===== src/rtl/fhcb_pkg.sv =====
package fhcb_pkg;

    localparam int HDR_BYTES = 13;
    localparam int HDR_W     = HDR_BYTES * 8;

    localparam logic [15:0] CRC_INIT = 16'hFFFF;
    localparam logic [15:0] CRC_POLY = 16'h1021;
    localparam logic [15:0] CRC_MSB  = 16'h8000;

    // configuration register indexes
    localparam logic [1:0] CFG_MAGIC   = 2'd0;
    localparam logic [1:0] CFG_VERSION = 2'd1;
    localparam logic [1:0] CFG_MAX_LEN = 2'd2;

    // header start vs payload byte
    localparam logic ACT_START   = 1'b0;
    localparam logic ACT_PAYLOAD = 1'b1;

    typedef enum logic [1:0] {
        ERR_NONE     = 2'd0,
        ERR_TOO_LONG = 2'd1,
        ERR_NO_FRAME = 2'd2
    } err_code_t;

    typedef struct packed {
        logic update;   // fold one byte into the running CRC
        logic fresh;    // start from the initial value instead of the register
    } crc_ctl_t;

    // CRC-16/CCITT-FALSE over one byte, MSB first
    function automatic logic [15:0] crc16_byte(input logic [15:0] crc_in,
                                               input logic [7:0]  data);
        logic [15:0] c;
        c = crc_in ^ {data, 8'h00};
        for (int k = 0; k < 8; k++)
        begin
            if ((c & CRC_MSB) != 16'h0000)
                c = {c[14:0], 1'b0} ^ CRC_POLY;
            else
                c = {c[14:0], 1'b0};
        end
        return c;
    endfunction

endpackage


===== src/rtl/fhcb_crc16.sv =====
module fhcb_crc16 (
    input  logic              clk,
    input  logic              rst_n,
    input  fhcb_pkg::crc_ctl_t ctl,
    input  logic [7:0]        data_byte,
    output logic [15:0]       crc
);
    import fhcb_pkg::*;

    logic [15:0] crc_reg;
    logic [15:0] crc_next;
    logic [15:0] base;

    always_comb
    begin
        base     = ctl.fresh ? CRC_INIT : crc_reg;
        crc_next = ctl.update ? crc16_byte(base, data_byte) : crc_reg;
    end

    always_ff @(posedge clk or negedge rst_n)
    begin
        if (!rst_n)
            crc_reg <= CRC_INIT;
        else
            crc_reg <= crc_next;
    end

    assign crc = crc_reg;

endmodule


===== src/rtl/frame_header_crc16_builder.sv =====
// Accepted items go to the job registers; results go through the output register
// to out_*, one per cycle while out_ready holds: 1 per payload byte (3 on the last,
// which adds the CRC), 13 per start (15 if empty, 1 on error). The single output
// register and the one-byte CRC step set that rate; a new item is taken in the
// cycle the previous one hands over its last result. Reset (rst_n low, asynchronous):
// no frame open, CRC 0xFFFF, control registers at defaults, payload ones not reset.
module frame_header_crc16_builder (
    input  logic        clk,
    input  logic        rst_n,

    input  logic        cfg_valid,
    output logic        cfg_ready,
    input  logic [1:0]  cfg_index,
    input  logic [15:0] cfg_data,

    input  logic        in_valid,
    output logic        in_ready,
    input  logic        action,
    input  logic [7:0]  msg_type,
    input  logic [7:0]  flag_bits,
    input  logic [15:0] sequence_number,
    input  logic [31:0] session_number,
    input  logic [15:0] payload_length,
    input  logic [7:0]  data_byte,

    output logic        out_valid,
    input  logic        out_ready,
    output logic [7:0]  out_byte,
    output logic        frame_end,
    output logic        run_end,
    output logic [1:0]  error_code
);
    import fhcb_pkg::*;

    // configuration registers
    logic [15:0] magic_reg;
    logic [7:0]  version_reg;
    logic [15:0] max_len_reg;

    // frame tracking, updated in item order at accept time
    logic        frame_open_reg, frame_open_next;
    logic [15:0] remaining_reg, remaining_next;

    // current item being expanded into results
    logic             job_valid_reg, job_valid_next;
    logic [HDR_W-1:0] bytes_reg, bytes_next;      // bytes still to send, low byte first
    logic [3:0]       data_left_reg, data_left_next;
    logic [1:0]       crc_left_reg, crc_left_next;
    logic             fresh_reg, fresh_next;      // next data byte opens a new CRC
    err_code_t        err_reg, err_next;

    // output register
    logic       out_valid_reg, out_valid_next;
    logic [7:0] out_byte_reg, out_byte_next;
    logic       frame_end_reg, frame_end_next;
    logic       run_end_reg, run_end_next;
    err_code_t  error_code_reg, error_code_next;

    logic        in_acc;
    logic        out_load;
    logic        emit;
    logic        last;
    logic        job_done;
    crc_ctl_t    crc_ctl;
    logic [15:0] crc;

    assign cfg_ready = 1'b1;

    always_ff @(posedge clk or negedge rst_n)
    begin
        if (!rst_n)
        begin
            magic_reg   <= 16'd0;
            version_reg <= 8'd1;
            max_len_reg <= 16'd1024;
        end
        else if (cfg_valid && cfg_ready)
        begin
            unique case (cfg_index)
                CFG_MAGIC:   magic_reg   <= cfg_data;
                CFG_VERSION: version_reg <= cfg_data[7:0];
                CFG_MAX_LEN: max_len_reg <= cfg_data;
                default:     ;   // index beyond the list: drop the write
            endcase
        end
    end

    // The output register takes a new result when empty or being drained.
    assign out_load = !out_valid_reg || out_ready;
    assign emit     = job_valid_reg && out_load;

    always_comb
    begin
        if (err_reg != ERR_NONE)
            last = 1'b1;
        else if (data_left_reg != 4'd0)
            last = (data_left_reg == 4'd1) && (crc_left_reg == 2'd0);
        else
            last = (crc_left_reg == 2'd1);
    end

    assign job_done = emit && last;
    assign in_ready = !job_valid_reg || job_done;
    assign in_acc   = in_valid && in_ready;

    // Fold each data byte into the CRC as it moves to the output register.
    always_comb
    begin
        crc_ctl.update = emit && (err_reg == ERR_NONE) && (data_left_reg != 4'd0);
        crc_ctl.fresh  = fresh_reg;
    end

    fhcb_crc16 u_crc (
        .clk       (clk),
        .rst_n     (rst_n),
        .ctl       (crc_ctl),
        .data_byte (bytes_reg[7:0]),
        .crc       (crc)
    );

    // Job and frame state
    always_comb
    begin
        frame_open_next = frame_open_reg;
        remaining_next  = remaining_reg;
        job_valid_next  = job_valid_reg;
        bytes_next      = bytes_reg;
        data_left_next  = data_left_reg;
        crc_left_next   = crc_left_reg;
        fresh_next      = fresh_reg;
        err_next        = err_reg;

        // advance the current job by one result
        if (emit)
        begin
            if (data_left_reg != 4'd0)
            begin
                bytes_next     = {8'h00, bytes_reg[HDR_W-1:8]};
                data_left_next = data_left_reg - 4'd1;
                fresh_next     = 1'b0;
            end
            else if (crc_left_reg != 2'd0)
            begin
                crc_left_next = crc_left_reg - 2'd1;
            end
            if (last)
                job_valid_next = 1'b0;
        end

        // load a new job; the old one has finished if this happens
        if (in_acc)
        begin
            job_valid_next = 1'b1;
            fresh_next     = 1'b0;
            crc_left_next  = 2'd0;
            err_next       = ERR_NONE;
            bytes_next     = {{(HDR_W-8){1'b0}}, data_byte};
            data_left_next = 4'd1;
            if (action == ACT_START)
            begin
                // any open frame is abandoned here
                frame_open_next = 1'b0;
                remaining_next  = 16'd0;
                if (payload_length > max_len_reg)
                begin
                    err_next       = ERR_TOO_LONG;
                    data_left_next = 4'd0;
                end
                else
                begin
                    bytes_next     = {payload_length, session_number, sequence_number,
                                      flag_bits, msg_type, version_reg, magic_reg};
                    data_left_next = 4'(HDR_BYTES);
                    fresh_next     = 1'b1;
                    if (payload_length == 16'd0)
                        crc_left_next = 2'd2;
                    else
                    begin
                        frame_open_next = 1'b1;
                        remaining_next  = payload_length;
                    end
                end
            end
            else if (!frame_open_reg)
            begin
                // payload byte with no frame: flag it, leave state alone
                err_next       = ERR_NO_FRAME;
                data_left_next = 4'd0;
            end
            else
            begin
                remaining_next = remaining_reg - 16'd1;
                if (remaining_reg == 16'd1)
                begin
                    crc_left_next   = 2'd2;
                    frame_open_next = 1'b0;
                end
            end
        end
    end

    // Output register
    always_comb
    begin
        out_valid_next  = out_valid_reg;
        out_byte_next   = out_byte_reg;
        frame_end_next  = frame_end_reg;
        run_end_next    = run_end_reg;
        error_code_next = error_code_reg;

        if (out_load)
            out_valid_next = emit;

        if (emit)
        begin
            run_end_next    = last;
            error_code_next = err_reg;
            frame_end_next  = 1'b0;
            if (err_reg != ERR_NONE)
                out_byte_next = 8'h00;
            else if (data_left_reg != 4'd0)
                out_byte_next = bytes_reg[7:0];
            else if (crc_left_reg == 2'd2)
                out_byte_next = crc[7:0];
            else
            begin
                out_byte_next  = crc[15:8];
                frame_end_next = 1'b1;
            end
        end
    end

    always_ff @(posedge clk or negedge rst_n)
    begin
        if (!rst_n)
        begin
            frame_open_reg <= 1'b0;
            remaining_reg  <= 16'd0;
            job_valid_reg  <= 1'b0;
            data_left_reg  <= 4'd0;
            crc_left_reg   <= 2'd0;
            fresh_reg      <= 1'b0;
            err_reg        <= ERR_NONE;
            out_valid_reg  <= 1'b0;
        end
        else
        begin
            frame_open_reg <= frame_open_next;
            remaining_reg  <= remaining_next;
            job_valid_reg  <= job_valid_next;
            data_left_reg  <= data_left_next;
            crc_left_reg   <= crc_left_next;
            fresh_reg      <= fresh_next;
            err_reg        <= err_next;
            out_valid_reg  <= out_valid_next;
        end
    end

    // payload registers, no reset
    always_ff @(posedge clk)
    begin
        bytes_reg      <= bytes_next;
        out_byte_reg   <= out_byte_next;
        frame_end_reg  <= frame_end_next;
        run_end_reg    <= run_end_next;
        error_code_reg <= error_code_next;
    end

    assign out_valid  = out_valid_reg;
    assign out_byte   = out_byte_reg;
    assign frame_end  = frame_end_reg;
    assign run_end    = run_end_reg;
    assign error_code = error_code_reg;

endmodule

===== config.mk =====
export PLATFORM = sky130hd
export DESIGN_NAME = frame_header_crc16_builder
export DESIGN_NICKNAME = d
export VERILOG_FILES = /design/src/rtl/fhcb_pkg.sv /design/src/rtl/fhcb_crc16.sv /design/src/rtl/frame_header_crc16_builder.sv
export SDC_FILE = /design/constraint.sdc
export NUM_CORES = 1
export LEC_CHECK = 0
export BUFFER_PORTS_ARGS = -buffer_cell sky130_fd_sc_hd__buf_2
export CAP_MARGIN = 20
export CELL_PAD_IN_SITES_DETAIL_PLACEMENT = 0
export CELL_PAD_IN_SITES_GLOBAL_PLACEMENT = 1
export CORE_MARGIN = 2
export CORE_UTILIZATION = 45
export CTS_BUF_LIST = sky130_fd_sc_hd__clkbuf_4 sky130_fd_sc_hd__clkbuf_8 sky130_fd_sc_hd__clkbuf_16
export DETAILED_ROUTE_END_ITERATION = 7
export GPL_TIMING_DRIVEN = 0
export PLACE_DENSITY_LB_ADDON = 0.1
export SLEW_MARGIN = 25
export SYNTH_ARGS = -nofsm -noshare
export SYNTH_HDL_FRONTEND = slang
export SYNTH_SLANG_ARGS = --single-unit

===== constraint.sdc =====
create_clock -name clk -period 6.2 [get_ports clk]
set_clock_uncertainty 0.05 [all_clocks]
set_input_delay 0.93 -clock clk [delete_from_list [all_inputs] [get_ports clk]]
set_output_delay 0.93 -clock clk [all_outputs]
set_load 0.005 [all_outputs]

# Yosys cells after proc, flatten, opt, wreduce, memory -nomap -nowiden
# Index checks and enable logic that the tools add are counted.
[word_totals]
out_inout_bits = 15
regBits = 200
[op_classes]
add_sub_neg = 3
eq_ne = 8
magnitude_cmp = 1
bitwise = 9
reduce_logical = 29
mux = 54
[ops]
columns = ["cell", "count"]
rows = [
  ["104-bit two-way mux", 5],
  ["13-bit two-way mux", 8],
  ["16-bit two-way mux", 5],
  ["3-bit inverter", 8],
  ["2-bit two-way mux", 11],
  ["4-bit two-way mux", 5],
  ["1-bit two-way mux", 18],
  ["16-bit by 1-bit == test with 1-bit output (second input constant)", 1],
  ["16-bit greater-than comparator", 1],
  ["16-bit zero test", 1],
  ["8-bit two-way mux", 2],
  ["16-bit by 1-bit subtractor with 16-bit output (second input constant)", 1],
  ["16-bit XOR", 1],
  ["2-bit AND reduction", 6],
  ["2-bit nonzero test", 6],
  ["1-bit logical AND", 6],
  ["2-bit zero test", 3],
  ["2-bit by 1-bit == test with 1-bit output (second input constant)", 2],
  ["2-bit == test (second input constant)", 2],
  ["4-bit by 1-bit == test with 1-bit output (second input constant)", 1],
  ["4-bit nonzero test", 1],
  ["4-bit by 1-bit subtractor with 4-bit output (second input constant)", 1],
  ["3-bit AND reduction", 1],
  ["1-bit zero test", 2],
  ["other kinds (5)", 6],
]

# Longest topological paths before layout
[logic_depth]
word_depth = 18
depth_mapped = 10
ltp_nobuf = 8

# Cells and area by module
# A second synthesis with hierarchy kept.
[hier_totals]
hier_cells = 775
area_unflattened_um2 = 9766.9
[by_module_without_submodules]
columns = ["module", "cells_per_inst", "seq_area_each_um2", "area_per_inst_um2", "n_inst"]
rows = [
  ["frame_header_crc16_builder", 670, 5187.5, 8682.1, 1],
  ["fhcb_crc16", 105, 420.4, 1084.8, 1],
]

# Worst setup path before layout
# OpenSTA, ideal clock, no wires.
[synth_timing]
path_type = "input-to-reg"
start = "input out_ready"
end = "register bytes_reg[0] (enable)"
t_arrival_ps = 3844
cell_stages = 7
setup_ps = 959
slack_ps = 1347
path_cell_list = "nand2b_1 -> o221a_2 -> o21ai_1 -> buf_2 -> buf_2 -> buf_1 -> nand2_1"
[synth_between]
elab_chain_len = 7
[synth_lines]
columns = ["item", "line_no", "source"]
rows = [
  ["start, declared", "frame_header_crc16_builder.sv:27", "input logic out_ready,"],
  ["1-bit logical OR (*)", "frame_header_crc16_builder.sv:89", "assign out_load = !out_valid_reg || out_ready;"],
  ["1-bit logical AND (*)", "frame_header_crc16_builder.sv:90", "assign emit = job_valid_reg && out_load;"],
  ["1-bit logical AND", "frame_header_crc16_builder.sv:102", "assign job_done = emit && last;"],
  ["1-bit logical OR", "frame_header_crc16_builder.sv:103", "assign in_ready = !job_valid_reg || job_done;"],
  ["1-bit logical AND", "frame_header_crc16_builder.sv:104", "assign in_acc = in_valid && in_ready;"],
  ["2-bit nonzero test (no line)", "-", ""],
  ["2-bit AND reduction (no line) (*)", "-", ""],
  ["end signal, assigned", "frame_header_crc16_builder.sv:262", "bytes_reg <= bytes_next;"],
  ["end, declared", "frame_header_crc16_builder.sv:46", "logic [HDR_W-1:0] bytes_reg, bytes_next;"],
]
# Mark *: on every way between the ends. The rest lies on a longest branch, timed or not.
# A chain may end at the register's enable or synchronous reset.

# Worst setup path after layout
[layout_timing]
start = "register data_left_reg[0]"
end = "register bytes_reg[42] (enable)"
[layout_between]
elab_chain_len = 9
[layout_lines]
columns = ["item", "line_no", "source"]
rows = [
  ["start, declared", "frame_header_crc16_builder.sv:47", "logic [3:0] data_left_reg, data_left_next;"],
  ["start signal, assigned", "frame_header_crc16_builder.sv:251", "data_left_reg <= data_left_next;"],
  ["4-bit by 1-bit == test with 1-bit output", "frame_header_crc16_builder.sv:97", "last = (data_left_reg == 4'd1) && (crc_left_reg == 2'd0);"],
  ["1-bit logical AND", "frame_header_crc16_builder.sv:97", ""],
  ["1-bit two-way mux", "frame_header_crc16_builder.sv:96", "else if (data_left_reg != 4'd0)"],
  ["1-bit two-way mux", "frame_header_crc16_builder.sv:94", "if (err_reg != ERR_NONE)"],
  ["1-bit logical AND", "frame_header_crc16_builder.sv:102", ""],
  ["1-bit logical OR", "frame_header_crc16_builder.sv:103", ""],
  ["1-bit logical AND", "frame_header_crc16_builder.sv:104", ""],
  ["2-bit nonzero test (no line)", "-", ""],
  ["2-bit AND reduction (no line) (*)", "-", ""],
]
# Marks and branches as above.

==> reports/qor.csv <==
stage,metric,value,unit
global_route,grt_antenna_before_repair,1,
placed_design,gp_congestion,0.838,
synth,ys_seq_elements,200,
sta,tightest_slew,1.09,ns
run,drv_cap,0,
critical_path,startpoint,data_left_reg[0],
synth,synth_top_area_cell,edfxtp_1,
finish,area_growth,16.2,%
critical_path,crit_fanout,53,
route,drt_pass1_iterations,5,
global_route,grt_use_met2,0.350,
critical_path,crit_required,6.31,ns
clock_tree,cts.sinks,200,
placed_design,port_buffers,125,
run_status,outcome,"finished, final reports clean",
synth,synthMostInstantiatedCell,nand2_1,
global_route,grt_overflow,0,
route,vias,7442,
pwr,power_density,518,nW/µm²
synth,synth_common_cells,"nand2_1 (215), edfxtp_1 (116), o21ai_0 (99), dfrtp_1 (66), mux2_2 (44)",
finish,nets,1217,
clock_tree,insertion_delay,0.44,ns
synth,synth_edf_count,116,
global_route,grt_use_met3,0.0358,
sta,min_period,3.74,ns
route,drt_iter0_drc,593,
synth,netlist_instances,934,
floorplanning,die_width,152,µm
synth,synth_top_area_share,0.351,
finish,drive_gt1_frac,0.230,
global_route,grt_busiest_layer,met2,
global_route,gr-usage-met1,0.330,
synth,synth_area_leaders,"edfxtp_1 (35%), dfrtp_1 (17%), nand2_1 (8.1%), o21ai_0 (5.0%), mux2_2 (5.0%)",
critical_path,r2r-start,data_left_reg[0],
clock_tree,post_cts_buffers,0,
synth,synth_area,9920,µm²
pwr,vdd_drop_max,303,µV
route,drt-total-wl,25600,µm
placed_design,dpl-instance-area,11000,µm²
min_path,hold_class,input port to asynchronous set/reset pin,
floorplanning,start_util,0.456,
route,drc_errors,0,
sta,fin_crit_sh,0.603,
floorplanning,coreArea,21800,µm²
synth,yosysWarnings,0,
synth,async_flop_share,0.420,
synth,avgSynthCellArea,10.6,µm²
sta,relSlewSlack,0.273,
critical_path,arrival,3.85,ns
global_route,grt_max_degree,54,
clock_tree,cts-resized-gates,0,
pwr,p_leak,0.00464,µW
sta,setup_slack,2.46,ns
sta,rsz0062_at_grt,false,
finish,diodes,0,
floorplanning,chipHeight,152,µm
placed_design,hpwl,18900,µm
placed_design,place_inst,1342,
route,antenna_left,0,
sta,fmax,267,MHz
clock_tree,clockBufferDepth,2,
critical_path,endpoint_kind,flip-flop,
clock_tree,cts_inserted_buffers,17,
sta,report.final.slew_viol_count,0,
clock_tree,clkTransAtPathRegs,0.08,ns
global_route,grt_first_pass_wirelength,40400,µm
clock_tree,cts_tree,done,
finish,largest_reg_flops,104,
clock_tree,root_buffer,clkbuf_16,
placed_design,pre_cts_slack,2.31,ns
critical_path,critical_path_class,flip-flop to flip-flop,
route,wl_per_cell,18.7,µm
sta,setup_violations,0,
clock_tree,htree_levels,4,
route,vias_per_cell,5.42,
sta,finalHoldViolCount,0,
critical_path,slowest_delay,0.45,ns
critical_path,critical_path.slowest_cell,buf_1,
critical_path,path_common_cell,buf_2,
global_route,grt_pass1_vias,7126,
critical_path,startpoint_type,flip-flop,
floorplanning,dieArea,23200,µm²
global_route,track_usage,0.223,
finish,fin_cells,1374,
synth,synth_nets,1070,
finish,final_area,11500,µm²
finish,fin_util,0.530,
clock_tree,hold_buffers,0,
synth,ys_seq_area_frac,0.565,
synth,yosysUniqueCellTypes,61,
floorplanning,boundaryPins,127,
synth,synthFlopType,edfxtp_1,
floorplanning,row_count,54,
critical_path,crit_chain,inv_1 -> ha_1 -> a211o_1 -> o221a_2 -> o21ai_1 -> buf_2 -> buf_2 -> buf_1 -> nand2_4 -> buf_12 -> buf_16,
-- stage by stage --
stage / total power, µW / TNS, ns / hold slack, ns
2_1_floorplan: 4220 / 0 / 0.414
3_3_place_gp: 4940 / -50.39 / 0.427
3_5_place_dp: 4950 / 0 / 0.431
4_1_cts: 6020 / 0 / 0.363
5_1_grt: 6440 / 0 / 0.363
6_report: 5980 / 0 / 0.345
-- area by class of cell --
| type | instances | area (µm²) |
|---|---|---|
| buffer | 56 | 236 |
| tap | 280 | 350 |
| timing repair buffer | 128 | 707 |
| clock buffer | 18 | 433 |
| fill | 2033 | 10200 |
| inverter | 27 | 101 |
| clock inverter | 14 | 114 |
| sequential | 200 | 5610 |
| multi-input combinational | 651 | 3980 |
-- worst max-delay path, delay by kind of cell (launching register included) --
family / cells / cell delay, ns
compound gates: 3 / 0.82
fa+ha+maj: 1 / 0.24
buf+inv: 6 / 1.64
flops: 1 / 0.41
simple gates: 1 / 0.25
-- cells by family after synthesis --
group / share of synthesized area
AO/OA/AOI/OAI: 0.129
XOR/XNOR: 0.0318
adder cells (fa/ha/maj): 0.0303
buffers and inverters: 0.0341
flip-flops: 0.565
multiplexers: 0.0590
other: 0.000378
AND/OR/NAND/NOR: 0.150
-- routing by layer --
layer | wire [µm] | up-vias
met3 | 1110 | 17
met1 | 12200 | 3633
met4 | 175 | 2
met2 | 12100 | 179
li1 | - | 3611
met5 | 16 | -
-- cells in the final DEF, fill, tap and decap left out, types with 4 or more instances in the layout --
cell type,count
a211oi_1,9
a21oi_1,23
a221o_1,8
a22o_1,7
a22oi_1,4
and2_1,12
buf_1,9
buf_2,136
clkbuf_1,32
clkbuf_16,17
dfrtp_1,66
dfstp_2,18
edfxtp_1,116
ha_1,24
inv_1,27
inv_6,8
mux2_2,44
mux2i_1,9
nand2_1,214
nand2b_1,11
nand3_1,5
nand4_1,5
nor2_1,40
nor3_1,10
nor4_1,6
o21ai_0,99
o21ai_1,6
o221a_2,9
o311ai_0,8
o31ai_1,5
or3_1,10
xnor2_1,29
xor2_1,7
-- power by group --
| part | internal, µW | switching, µW |
|---|---|---|
| logic | 914 | 1370 |
| registers | 2300 | 333 |
| clock network | 530 | 529 |
| total | 3750 | 2230 |
-- final timing paths --
path                                         end  slack, ns  cells after the start
worst max register to register     bytes_reg[42]       2.46                     11
worst max-delay path               bytes_reg[42]       2.46                     11
worst min-delay path            remaining_reg[6]       0.35                      1
min in group clk                    u_crc.crc[5]       0.44                      2
worst min register to register      u_crc.crc[5]       0.44                      2
max in group asynchronous         version_reg[0]       5.12                      2
Power figures use the tool's default switching activity.
